<file path="src/rtl/wsab_pkg.sv">
`timescale 1ns / 1ps
// ----------------------------------------------------------------------------
// wsab_pkg
// Shared constants, types and arithmetic helpers of the sample
// accumulation buffer.
// ----------------------------------------------------------------------------
package wsab_pkg;

   localparam int MAX_WIDTH         = 512;
   localparam int MAX_HEIGHT        = 512;
   localparam int FRACTION_BITS     = 16;
   localparam int GAMMA_TABLE_BITS  = 12;

   localparam int COL_BITS   = $clog2(MAX_WIDTH);
   localparam int ROW_BITS   = $clog2(MAX_HEIGHT);
   localparam int ADDR_BITS  = COL_BITS + ROW_BITS;
   localparam int PIXELS     = MAX_WIDTH * MAX_HEIGHT;
   localparam int DIM_BITS   = 10;
   localparam int FLOAT_BITS = 32;
   localparam int SUM_BITS   = 48;
   localparam int AVG_BITS   = 32;
   localparam int AVG_FRAC   = 16;
   localparam int QUO_BITS   = SUM_BITS + AVG_FRAC;
   localparam int WORD_BITS  = 4 * SUM_BITS;
   localparam int GAMMA_SIZE = (1 << GAMMA_TABLE_BITS) + 1;
   localparam int GAMMA_SHIFT = AVG_FRAC - GAMMA_TABLE_BITS;
   localparam int GAMMA_HALF  = (GAMMA_SHIFT == 0) ? 0 : (1 << (GAMMA_SHIFT - 1));

   // operation codes
   localparam logic [1:0] OP_ADD   = 2'd0;
   localparam logic [1:0] OP_CLEAR = 2'd1;
   localparam logic [1:0] OP_READ  = 2'd2;

   // status codes
   localparam logic [1:0] STATUS_DONE       = 2'd0;
   localparam logic [1:0] STATUS_NOT_FINITE = 2'd1;
   localparam logic [1:0] STATUS_OUTSIDE    = 2'd2;

   // register indexes
   localparam logic REG_FRAME_WIDTH  = 1'b0;
   localparam logic REG_FRAME_HEIGHT = 1'b1;

   localparam logic signed [SUM_BITS-1:0] POS_LIMIT = {1'b0, {(SUM_BITS-1){1'b1}}};
   localparam logic signed [SUM_BITS-1:0] NEG_LIMIT = {1'b1, {(SUM_BITS-1){1'b0}}};

   typedef enum logic [1:0] {
      JOB_REPORT,
      JOB_ADD,
      JOB_CLEAR,
      JOB_READ
   } job_kind_type;

   typedef struct packed {
      job_kind_type                 kind;
      logic [1:0]                   status;
      logic [ADDR_BITS-1:0]         addr;
      logic signed [SUM_BITS-1:0]   red;
      logic signed [SUM_BITS-1:0]   green;
      logic signed [SUM_BITS-1:0]   blue;
      logic signed [SUM_BITS-1:0]   weight;
   } job_type;

   typedef enum logic [2:0] {
      ST_IDLE,
      ST_CLEAR,
      ST_ADD_FETCH,
      ST_READ_FETCH,
      ST_DIV_START,
      ST_DIVIDE,
      ST_GAMMA,
      ST_FINISH
   } back_state_type;

   // Value (-1)^neg * p * 2^s rounded half away from zero, saturated to 48 bits.
   function automatic logic signed [SUM_BITS-1:0] to_fixed(
      input logic                  neg,
      input logic [SUM_BITS-1:0]   p,
      input logic signed [9:0]     s
   );
      logic [SUM_BITS-1:0]   lim;
      logic [SUM_BITS-1:0]   mag;
      logic [2*SUM_BITS-1:0] wide;
      logic [SUM_BITS:0]     rnd;
      logic [9:0]            t;
      lim  = neg ? NEG_LIMIT : POS_LIMIT;
      wide = '0;
      rnd  = '0;
      t    = 10'(-s);
      if (p == '0) begin
         mag = '0;
      end else if (s >= 10'sd0) begin
         if (s >= 10'sd48) begin
            mag = lim;
         end else begin
            wide = {{SUM_BITS{1'b0}}, p} << s[5:0];
            mag  = (wide > {{SUM_BITS{1'b0}}, lim}) ? lim : wide[SUM_BITS-1:0];
         end
      end else if (t >= 10'd49) begin
         mag = '0;
      end else begin
         rnd = ({1'b0, p} + ((SUM_BITS+1)'(1) << (t[5:0] - 6'd1))) >> t[5:0];
         mag = (rnd > {1'b0, lim}) ? lim : rnd[SUM_BITS-1:0];
      end
      return $signed(neg ? (~mag + SUM_BITS'(1)) : mag);
   endfunction

   function automatic logic signed [SUM_BITS-1:0] sat_add(
      input logic signed [SUM_BITS-1:0] a,
      input logic signed [SUM_BITS-1:0] b
   );
      logic signed [SUM_BITS:0] r;
      r = {a[SUM_BITS-1], a} + {b[SUM_BITS-1], b};
      if (r[SUM_BITS] != r[SUM_BITS-1]) begin
         return r[SUM_BITS] ? NEG_LIMIT : POS_LIMIT;
      end
      return r[SUM_BITS-1:0];
   endfunction

   // Entry i is round(255 * (i/N)^(1/2.2)), found by exact integer compares:
   // byte >= k  <=>  510^11 * i^5 >= (2k-1)^11 * N^5, with N = 2^GAMMA_TABLE_BITS.
   function automatic logic [8*GAMMA_SIZE-1:0] build_gamma();
      logic [255:0]          thr [255];
      logic [255:0]          lhs;
      logic [255:0]          v;
      logic [8*GAMMA_SIZE-1:0] tab;
      int                    k;
      int                    i;
      int                    j;
      tab = '0;
      for (k = 1; k <= 255; k++) begin
         v = 256'd1;
         for (j = 0; j < 11; j++) v = v * 256'(2 * k - 1);
         for (j = 0; j < 5; j++) v = v * 256'(1 << GAMMA_TABLE_BITS);
         thr[k-1] = v;
      end
      k = 0;
      for (i = 0; i < GAMMA_SIZE; i++) begin
         lhs = 256'd1;
         for (j = 0; j < 5; j++) lhs = lhs * 256'(i);
         for (j = 0; j < 11; j++) lhs = lhs * 256'd510;
         while (k < 255 && lhs >= thr[k]) k++;
         tab[i*8 +: 8] = 8'(k);
      end
      return tab;
   endfunction

   localparam logic [8*GAMMA_SIZE-1:0] GAMMA_TABLE = build_gamma();

endpackage

</file>
<file path="src/rtl/wsab_queue.sv">
`timescale 1ns / 1ps
// ----------------------------------------------------------------------------
// wsab_queue
// Two-entry queue of classified jobs between the front and back ends.
// ----------------------------------------------------------------------------
module wsab_queue import wsab_pkg::*; (
   input  logic    clock,
   input  logic    reset,
   input  job_type push_job,
   input  logic    push_valid,
   output logic    push_ready,
   output job_type head_job,
   output logic    head_valid,
   input  logic    pop
);

   job_type    entry_ff [2];
   logic       wr_ptr_ff, wr_ptr_in;
   logic       rd_ptr_ff, rd_ptr_in;
   logic [1:0] count_ff, count_in;
   logic       push;

   assign push_ready = (count_ff != 2'd2);
   assign head_valid = (count_ff != 2'd0);
   assign head_job   = entry_ff[rd_ptr_ff];
   assign push       = push_valid && push_ready;

   // advance pointers and occupancy
   always_comb begin
      wr_ptr_in = push ? ~wr_ptr_ff : wr_ptr_ff;
      rd_ptr_in = pop ? ~rd_ptr_ff : rd_ptr_ff;
      count_in  = count_ff + 2'(push) - 2'(pop);
   end

   always_ff @(posedge clock) begin
      if (reset) begin
         wr_ptr_ff <= 1'b0;
         rd_ptr_ff <= 1'b0;
         count_ff  <= 2'd0;
      end else begin
         wr_ptr_ff <= wr_ptr_in;
         rd_ptr_ff <= rd_ptr_in;
         count_ff  <= count_in;
      end
   end

   always_ff @(posedge clock) begin
      if (push) begin
         entry_ff[wr_ptr_ff] <= push_job;
      end
   end

   assert property (@(posedge clock) disable iff (reset) count_ff != 2'd3)
      else $error("queue occupancy beyond two entries");
   assert property (@(posedge clock) disable iff (reset) pop |-> head_valid)
      else $error("queue popped while empty");
   assert property (@(posedge clock) disable iff (reset)
                    (push && !pop) |=> (count_ff == $past(count_ff) + 2'd1))
      else $error("queue occupancy lost a push");

endmodule

</file>
<file path="config.mk">
export PLATFORM = sky130hd
export DESIGN_NAME = wsab_queue
export DESIGN_NICKNAME = d
export VERILOG_FILES = /design/src/rtl/wsab_pkg.sv /design/src/rtl/wsab_queue.sv
export SDC_FILE = /design/constraint.sdc
export NUM_CORES = 1
export LEC_CHECK = 0
export ABC_CLOCK_PERIOD_IN_PS = 6420
export BUFFER_PORTS_ARGS = -buffer_cell sky130_fd_sc_hd__buf_2
export CORE_UTILIZATION = 47
export DETAILED_ROUTE_END_ITERATION = 7
export PLACE_DENSITY = 0.73
export REMOVE_ABC_BUFFERS = 1
export SETUP_SLACK_MARGIN = 0.2
export SLEW_MARGIN = 15
export SYNTH_ARGS = -nofsm -noshare
export SYNTH_HDL_FRONTEND = slang
export SYNTH_SLANG_ARGS = --single-unit
export TNS_END_PERCENT = 20
</file>
<file path="constraint.sdc">
create_clock -name clock -period 6.42 [get_ports clock]
set_clock_uncertainty 0.2 [all_clocks]
set_input_delay 1.284 -clock clock [delete_from_list [all_inputs] [get_ports clock]]
set_output_delay 1.284 -clock clock [all_outputs]
set_load 0.01 [all_outputs]
</file>
Yosys cells after proc, flatten, opt, wreduce, memory -nomap -nowiden:

Memories as Yosys holds them, arrays and structs flattened. A register that Yosys moved wholly into a read port is not among the register bits.
Index checks and enable logic that the tools add are counted.

* bits in registers: 4
* latch bits: 0
* RAM bits: 428
* memory bits (read-only): 0
* bits of input ports: 218
* output and inout port bits: 216
* word-level logic and storage cells: 15
* memories kept: 1

Memory list
* entry_ff: words 2, bits a word 214, rd ports 1, clocked after memory_dff 1, write ports 1, line wsab_queue.sv:17 `job_type entry_ff [2];`

* add/subtract/negate cells: 2
* multipliers: 0
* div/mod/pow operators: 0
* $lt $le $gt $ge: 0
* equality and inequality tests: 1
* shift operators: 0
* muxes and demuxes: 4
* bitwise operators: 2
* reductions and logical operators: 2

Operators with widths (count)
* two-way mux 1 bit: 4
* adder 2 x 1 -> 2 bit: 1
* != test 2 bit, second input constant: 1
* NOT 1 bit: 2
* nonzero test 2 bit: 1
* subtractor 2 x 1 -> 2 bit: 1
* logical AND 1 bit: 1

Longest topological paths before layout:

Gate-level depths: netlist of run 1.

* depth in word-level cells: 4
* depth in mapped cells: 7
* depth with buffers taken out: 7

Worst setup path before layout of run 1:

OpenSTA, ideal clock, no wires.

* path kind: input port to flip-flop
* start: in push_valid
* end: mem entry_ff[1][0] in the netlist's numbering (enable)
* setup time: 0.602 ns
* arrival: 6.219 ns
* required time: 5.618 ns
* slack: -0.601 ns
* cell stages on the path: 1
* path buffers: 0
* cells stage by stage: and3_1

* cells in the longest elaborated chain, start to end: 3

Ends and longest elaborated chain
* start: declaration: line wsab_queue.sv:10 `input logic push_valid,`
* logical AND 1 bit: line wsab_queue.sv:26 `assign push = push_valid && push_ready;`
* two-way mux 1 bit: line wsab_queue.sv:48 `if (push) begin`
* two-way mux 1 bit (implied by the code): line wsab_queue.sv:49 `entry_ff[wr_ptr_ff] <= push_job;`
* end: declaration: line wsab_queue.sv:17

Every way passes these cells.

==> results by group, run 1 <==
Clock tree
  – Post_cts resized: 0
  – CTS Hold Buffers Added: 0
  – H-tree depth: 2
  – Maximum root-to-sink buffer count: 3
  – Root Buffer: clkbuf_16
  – CTS tree: built
  – CTS buffer count: 44
  – Clk slew on worst S/H paths: 50 ps
  – Clk sinks: 433
  – Post-CTS setup repair buffer count: 0
  – Clk Latency, worst-skew pair: 530 ps

Power
  – Worst vdd rail ir drop: 277 uV
  – Pwr/cell area: 342 mW/mm2
  – Leak: 7.33 nW
  – Total power draw: 6.76 mW

Setup path
  – Data arrival, critical path: 2340 ps
  – Slowest stage delay, CP: 750 ps
  – CP max stage cell: buf_4
  – Crit. End Element: primary output
  – CP Launch Type: flip-flop
  – Crit-path max FO: 80
  – Reg2reg setup slack: 3690 ps
  – Worst EP required: 4940 ps
  – CP cell instances: buf_4 > mux2_2 > buf_2
  – CP Class: reg2out

Floorplanning
  – Chip height: 185 um
  – Core footprint: 0.0328 mm2
  – Die W: 185 um
  – Top Ports: 434
  – Full die area: 0.0343 mm2
  – Starting density of the core: 48.1%
  – Row count: 66

Cells and area
  – Area grow syn2layout: 25.5%
  – Most common cell after layout, fill and taps aside: buf_2
  – Non-Filler Instances: 1634
  – Most frequent cells in the layout: buf_2, edfxtp_1, mux2_2, clkbuf_16
  – Nets: 1374
  – Layout cells sized above 1: 60.5%
  – Finished Core Util: 60.3%

Global routing
  – Global route overflow: 0
  – Vias in the first global route: 8330
  – Initial antenna violation count: 9
  – Global-route wire length before repair: 44000 um
  – Tot GR Track Use: 17.1%
  – Largest net degree at the start of global routing: 135

Timing
  – Slew Limit Fails: 0
  – Final period utilization: 59.5%
  – Hold WS: 327 ps
  – Fmax: 0.262 GHz
  – Worst Tran Pin Value: 1080 ps
  – Slew margin rel.: 28.2%
  – Minimum clock period: 3820 ps
  – Hold Vio Cnt, Final: 0
  – Total negative slack: 0 ps
  – RSZ-0062 raised after global routing: no
  – Final setup fails: 0

Run status
  – Outcome: completed

Logic synthesis
  – Sequential element share of the synthesized area: 82.2%
  – Mapped Cells: 695
  – Synth unique cells: 22
  – Synthesis Warnings: 0
  – Avg Cell Area, Syn: 22.7 um2
  – Post-Syn Area: 0.0158 mm2
  – Register bit count reported by yosys: 433

Detailed routing
  – 1st-iter DRT viols: 435
  – Final ANT Viol Nets: 0
  – 1st-pass router iterations: 4
  – Vias per inst: 4.91
  – Drc violations: 0
  – Vias: 8017
  – Final wirelength: 30600 um
  – Wire length per cell: 18.8 um

Place
  – DP HPWL: 20400 um
  – Final GP Congestion: 0.745
  – Input/output buffers: 433
  – Dpl cells: 1551

Flow run
  – Max-cap violation count: 0

Worst hold path
  – Worst min path class: reg2reg
[area by class of cell]
class                           instances  area, um2
Clock inverter                         21        265
Timing Repair Buffer                  438       2240
Clock buffer                           53       1160
Antenna cell                            9       22.5
Sequential cell                       433      13000
Inverter                                4       22.5
Tap cell                              442        553
Multi-Input combinational cell        234       2560
Fill cell                            2417      13000
[worst max-delay path: cells and delay by family, from the launching register on]
family / cells / cell delay, ps
muxes: 1 / 450
buffers and inverters: 2 / 890
DFF: 1 / 350
[stage by stage]
| step | area, um2 | setup slack [ps] |
|---|---|---|
| after global placement | 18300 | 2890 |
| after CTS | 19800 | 2590 |
| after floorplan | 15500 | -819 |
| after detailed placement | 18300 | 2890 |
| final | 19800 | 2600 |
| after global routing | 19800 | 2460 |
[synthesized netlist by cell type (all sizes together)]
cell     count  area (um2)
edfxtp     428       12900
mux2       214        2410
nand3b       1        7.51
dfxtp        5         100
a2111oi      1        8.76
a21bo        1        10.0
nand4        2        12.5
inv          4        15.0
nor2b        1        6.26
buf         24         233
nand2b       1        6.26
a21oi        1        5.00
ha           1        12.5
nor2         3        11.3
a21boi       1        11.3
nand4b       1        8.76
nand2        1        3.75
and3         1        6.26
or4b         1        10.0
or2          1        6.26
xnor2        2        17.5
[path summary, 6_finish.rpt]
check / to / depth (start not counted) / from
setup / recovery: head_job[62] / 3 / flip-flop
hold reg to reg: flip-flop / 2 / rd_ptr_ff$_SDFFE_PP0P_
hold / removal: flip-flop / 2 / rd_ptr_ff$_SDFFE_PP0P_
setup reg to reg: entry_ff[0][36]$_DFFE_PP_ / 4 / count_ff[0]$_SDFF_PP0_
[cell families after synthesis]
family / synth area share (%)
buffers and inverters: 1.57
AND/OR/NAND/NOR: 0.500
adder cells (fa/ha/maj): 0.0794
AO/OA/AOI/OAI: 0.222
multiplexers: 15.3
XOR/XNOR: 0.111
flip-flops: 82.2
[where the power goes]
part | switching (mW) | internal (mW) | total, mW
sequential | 0.0490 | 3.39 | 3.44
combinational | 0.459 | 0.357 | 0.816
clock | 0.983 | 1.52 | 2.50
total | 1.49 | 5.27 | 6.76
[layer usage]
metal | wire, um | GRT usage, % | up-vias
met5 | 24 | 0 | -
met4 | 833 | 7.21 | 4
met3 | 2380 | 5.49 | 54
met2 | 16300 | 30.8 | 313
met1 | 11100 | 18.2 | 3932
li1 | - | - | 3714
[flip-flops by register name (all words and copies together), names as in the netlist, named ones only]
signal     count
count_ff       2
entry_ff     428
rd_ptr_ff      1
wr_ptr_ff      1
Note: power is estimated with default switching activity, not from simulation.
==> run 2: changes to the inputs <==
--- a/config.mk
+++ b/config.mk
@@ -5,9 +5,10 @@
 export SDC_FILE = /design/constraint.sdc
 export NUM_CORES = 1
 export LEC_CHECK = 0
-export ABC_CLOCK_PERIOD_IN_PS = 6420
+export ABC_AREA = 1
+export ABC_CLOCK_PERIOD_IN_PS = 4000
 export BUFFER_PORTS_ARGS = -buffer_cell sky130_fd_sc_hd__buf_2
-export CORE_UTILIZATION = 47
+export CORE_UTILIZATION = 50
 export DETAILED_ROUTE_END_ITERATION = 7
 export PLACE_DENSITY = 0.73
 export REMOVE_ABC_BUFFERS = 1
==> constraint.sdc (replaced) <==
create_clock -name clock -period 4 [get_ports clock]
set_clock_uncertainty 0.2 [all_clocks]
set_input_delay 0.8 -clock clock [delete_from_list [all_inputs] [get_ports clock]]
set_output_delay 0.8 -clock clock [all_outputs]
set_load 0.01 [all_outputs]
==> results by group, run 2 <==
Timing
  – Worst Tran Pin Value: 625 ps (was 1080 ps)
  – Final setup slack of the worst path: 663 ps (was 2600 ps)
  – Slew Limit Fails: 0 (unchanged)
  – Final period utilization: 83.4%
  – Hold Vio Cnt, Final: 0 (unchanged)
  – Minimum clock period: 3340 ps
  – Final setup fails: 0 (unchanged)
  – Slew margin rel.: 58.4% (was 28.2%)
  – RSZ-0062 raised after global routing: no (unchanged)
  – Fmax: 0.300 GHz

Clock tree
  – Clk slew on worst S/H paths: 60 ps (was 50 ps)
  – Clk Latency, worst-skew pair: 540 ps (was 530 ps)
  – H-tree depth: 2 (unchanged)
  – Clk sinks: 433 (unchanged)
  – CTS buffer count: 45 (was 44)
  – Post-CTS setup repair buffer count: 0 (unchanged)
  – CTS tree: built (unchanged)
  – CTS Hold Buffers Added: 0 (unchanged)
  – Post_cts resized: 0 (unchanged)
  – Maximum root-to-sink buffer count: 3 (unchanged)
  – Root Buffer: clkbuf_16 (unchanged)

Global routing
  – Largest net degree at the start of global routing: 102 (was 135)
  – Global-route wire length before repair: 46500 um (was 44000 um)
  – Tot GR Track Use: 18.6% (was 17.1%)
  – Global route overflow: 0 (unchanged)
  – Initial antenna violation count: 15 (was 9)
  – Vias in the first global route: 8398 (was 8330)

Setup path
  – Data arrival, critical path: 2340 ps (about the same)
  – Reg2reg setup slack: 1700 ps (was 3690 ps)
  – CP cell instances: buf_4 > mux2_2 > buf_2 (unchanged)
  – Worst EP required: 3000 ps (was 4940 ps)
  – Delay-heaviest family, CP: flip-flops (was buffers and inverters)
  – CP Buf/Inv Count: 2 (unchanged)
  – CP max stage cell: dfxtp_4 (was buf_4)
  – Crit. End Element: primary output (unchanged)
  – Slowest stage delay, CP: 740 ps (was 750 ps)
  – Crit-path max FO: 33 (was 80)
  – CP Launch Type: flip-flop (unchanged)
  – CP Class: reg2out (unchanged)

Place
  – Input/output buffers: 433 (unchanged)
  – DP HPWL: 21900 um (was 20400 um)
  – Final GP Congestion: 0.775 (was 0.745)
  – Setup slack at placement: 1210 ps (was 2890 ps)

Logic synthesis
  – Post-synth EDFFs: 428 (unchanged)
  – Synth unique cells: 14 (was 22)
  – Most frequent cells after synthesis: edfxtp_1, mux2_4, mux2_2 (was edfxtp_1, mux2_2, buf_6)
  – Post-Syn Area: 0.0163 mm2 (was 0.0158 mm2)
  – Mapped Cells: 697 (was 695)
  – Most used DFF post-synth: edfxtp_1 (unchanged)
  – Post-synthesis async set-or-reset flop share: 0% (unchanged)
  – Synthesis Warnings: 0 (unchanged)
  – Cell taking the most area after synthesis: edfxtp_1 (unchanged)
  – Top cell type's share of synthesized area: 78.7% (was 81.6%)
  – Most area-consuming cells after synthesis: edfxtp_1, mux2_4, mux2_2 (was edfxtp_1, mux2_2, buf_6)
  – Avg Cell Area, Syn: 23.4 um2 (was 22.7 um2)
  – Sequential element share of the synthesized area: 79.3% (was 82.2%)
  – Count leader, synth: edfxtp_1 (unchanged)
  – Register bit count reported by yosys: 433 (unchanged)

Cells and area
  – Layout cells sized above 1: 61.6% (was 60.5%)
  – Top Registers: entry_ff x428, count_ff x2 (unchanged)
  – Max reg flops: 428 (unchanged)
  – Nets: 1394 (was 1374)
  – Most common cell after layout, fill and taps aside: buf_2 (unchanged)
  – Most frequent cells in the layout: buf_2, edfxtp_1, mux2_4, mux2_2, clkbuf_16 (was buf_2, edfxtp_1, mux2_2, clkbuf_16)
  – Area grow syn2layout: 26.6% (was 25.5%)
  – Layout fillers: 2197 (was 2417)
  – Most flops, register: entry_ff (unchanged)

Power
  – Psw: 2.55 mW (was 1.49 mW)
  – Comb power frac: 13.0% (was 12.1%)
  – Leak: 8.12 nW (was 7.33 nW)
  – Worst vdd rail ir drop: 383 uV (was 277 uV)
  – Sequential power share: 49.0% (was 50.9%)
  – Cell internal pwr: 8.74 mW (was 5.27 mW)
  – Pwr/cell area: 547 mW/mm2 (was 342 mW/mm2)
  – Switching portion of total power: 22.6% (was 22.1%)
  – Clock share of power: 38.0% (was 37.0%)
  – Total power draw: 11.3 mW (was 6.76 mW)

Run status
  – Outcome: completed (unchanged)

Floorplanning
  – Row count: 65 (was 66)
  – Starting density of the core: 51.3% (was 48.1%)
  – Top Ports: 434 (unchanged)
  – Core footprint: 0.0318 mm2 (was 0.0328 mm2)
  – Full die area: 0.0334 mm2 (was 0.0343 mm2)
  – Die W: 183 um (was 185 um)
  – Chip height: 183 um (was 185 um)

Detailed routing
  – 1st-pass router iterations: 4 (unchanged)
  – Wire length per cell: 19.3 um (was 18.8 um)
  – Top Layer Used: met5 (unchanged)
  – Vias per inst: 4.91 (about the same)
  – 1st-iter DRT viols: 439 (was 435)
  – Met2 Wirelength: 16500 um (was 16300 um)
  – WL met3: 2780 um (was 2380 um)
  – Drc violations: 0 (unchanged)
  – Met1 wire length: 11700 um (was 11100 um)
  – Vias: 8143 (was 8017)
  – Final wirelength: 32000 um (was 30600 um)
  – Final ANT Viol Nets: 0 (unchanged)

Worst hold path
  – Worst min path class: in2reg (was reg2reg)

Flow run
  – Max-cap violation count: 0 (unchanged)
## run 2: cell count changes after synthesis, moves of 2 or more
cell / delta
inv_1: +2
nand4_1: -2
nor2_1: +2
mux2_2: -160
mux2_4: +160
nand2_1: +7
## run 2: cells by family after synthesis
family / Yosys count / share of synthesized area (%)
flip-flops: 433 / 79.4
AO/OA/AOI/OAI: 2 / 0.0613
multiplexers: 214 / 18.4
AND/OR/NAND/NOR: 15 / 0.360
XOR/XNOR: 2 / 0.107
buffers and inverters: 30 / 1.60
adder cells (fa/ha/maj): 1 / 0.0766
## run 2: final timing paths
path	startpoint	cells past startpoint	endpoint
worst min register to register	rd_ptr_ff$_SDFFE_PP0P_	2	flip-flop
worst max-delay path	flip-flop	3	head_job[51]
worst max register to register	count_ff[0]$_SDFF_PP0_	5	entry_ff[0][191]$_DFFE_PP_
worst min-delay path	push_job[2]	1	entry_ff[1][2]$_DFFE_PP_
## run 2: final cells by class
class,instances,area [um2],share of cell area (%)
clock buffer,46,1130,5.47
tap,435,544,2.63
multi-input combinational,234,3120,15.1
clock inverter,38,428,2.07
antenna,13,32.5,0.157
inverter,6,22.5,0.109
timing repair buffer,455,2420,11.7
sequential,433,13000,62.7
## run 2: metal layers
metal | vias up | GRT usage [%]
met1 | 3982 | 20.5
met3 | 68 | 6.31
met4 | 2 | 7.80
met5 | - | 0
li1 | 3752 | -
met2 | 339 | 32.8
## run 2: worst register-to-register path, cell delays in order (launching register included)
cell     delay (ps)
dfxtp_1         340
inv_1            60
nand2_1         100
nand2_1         190
nor2_4          440
buf_12          460
## run 2: power by group through the flow
stage	Combinational, mW	Clock [mW]	Sequential [mW]
after detailed placement	1.49	0	5.63
after CTS	1.49	4.39	5.54
after floorplan	0.968	0	5.81
final	1.47	4.29	5.53
after global routing	1.57	4.56	5.56
after global placement	1.47	0	5.61
## run 2: metrics by stage
step,util (%),hold slack [ps],cells,cell area [um2],setup TNS (ps)
floorplan,-,280,673,16100,-3989840
global placement,60.0,295,1563,19100,0
detailed placement,60.0,295,1563,19100,0
CTS,64.9,214,1647,20600,0
global route,64.9,222,1657,20600,0
finish,65.0,245,1660,20700,0
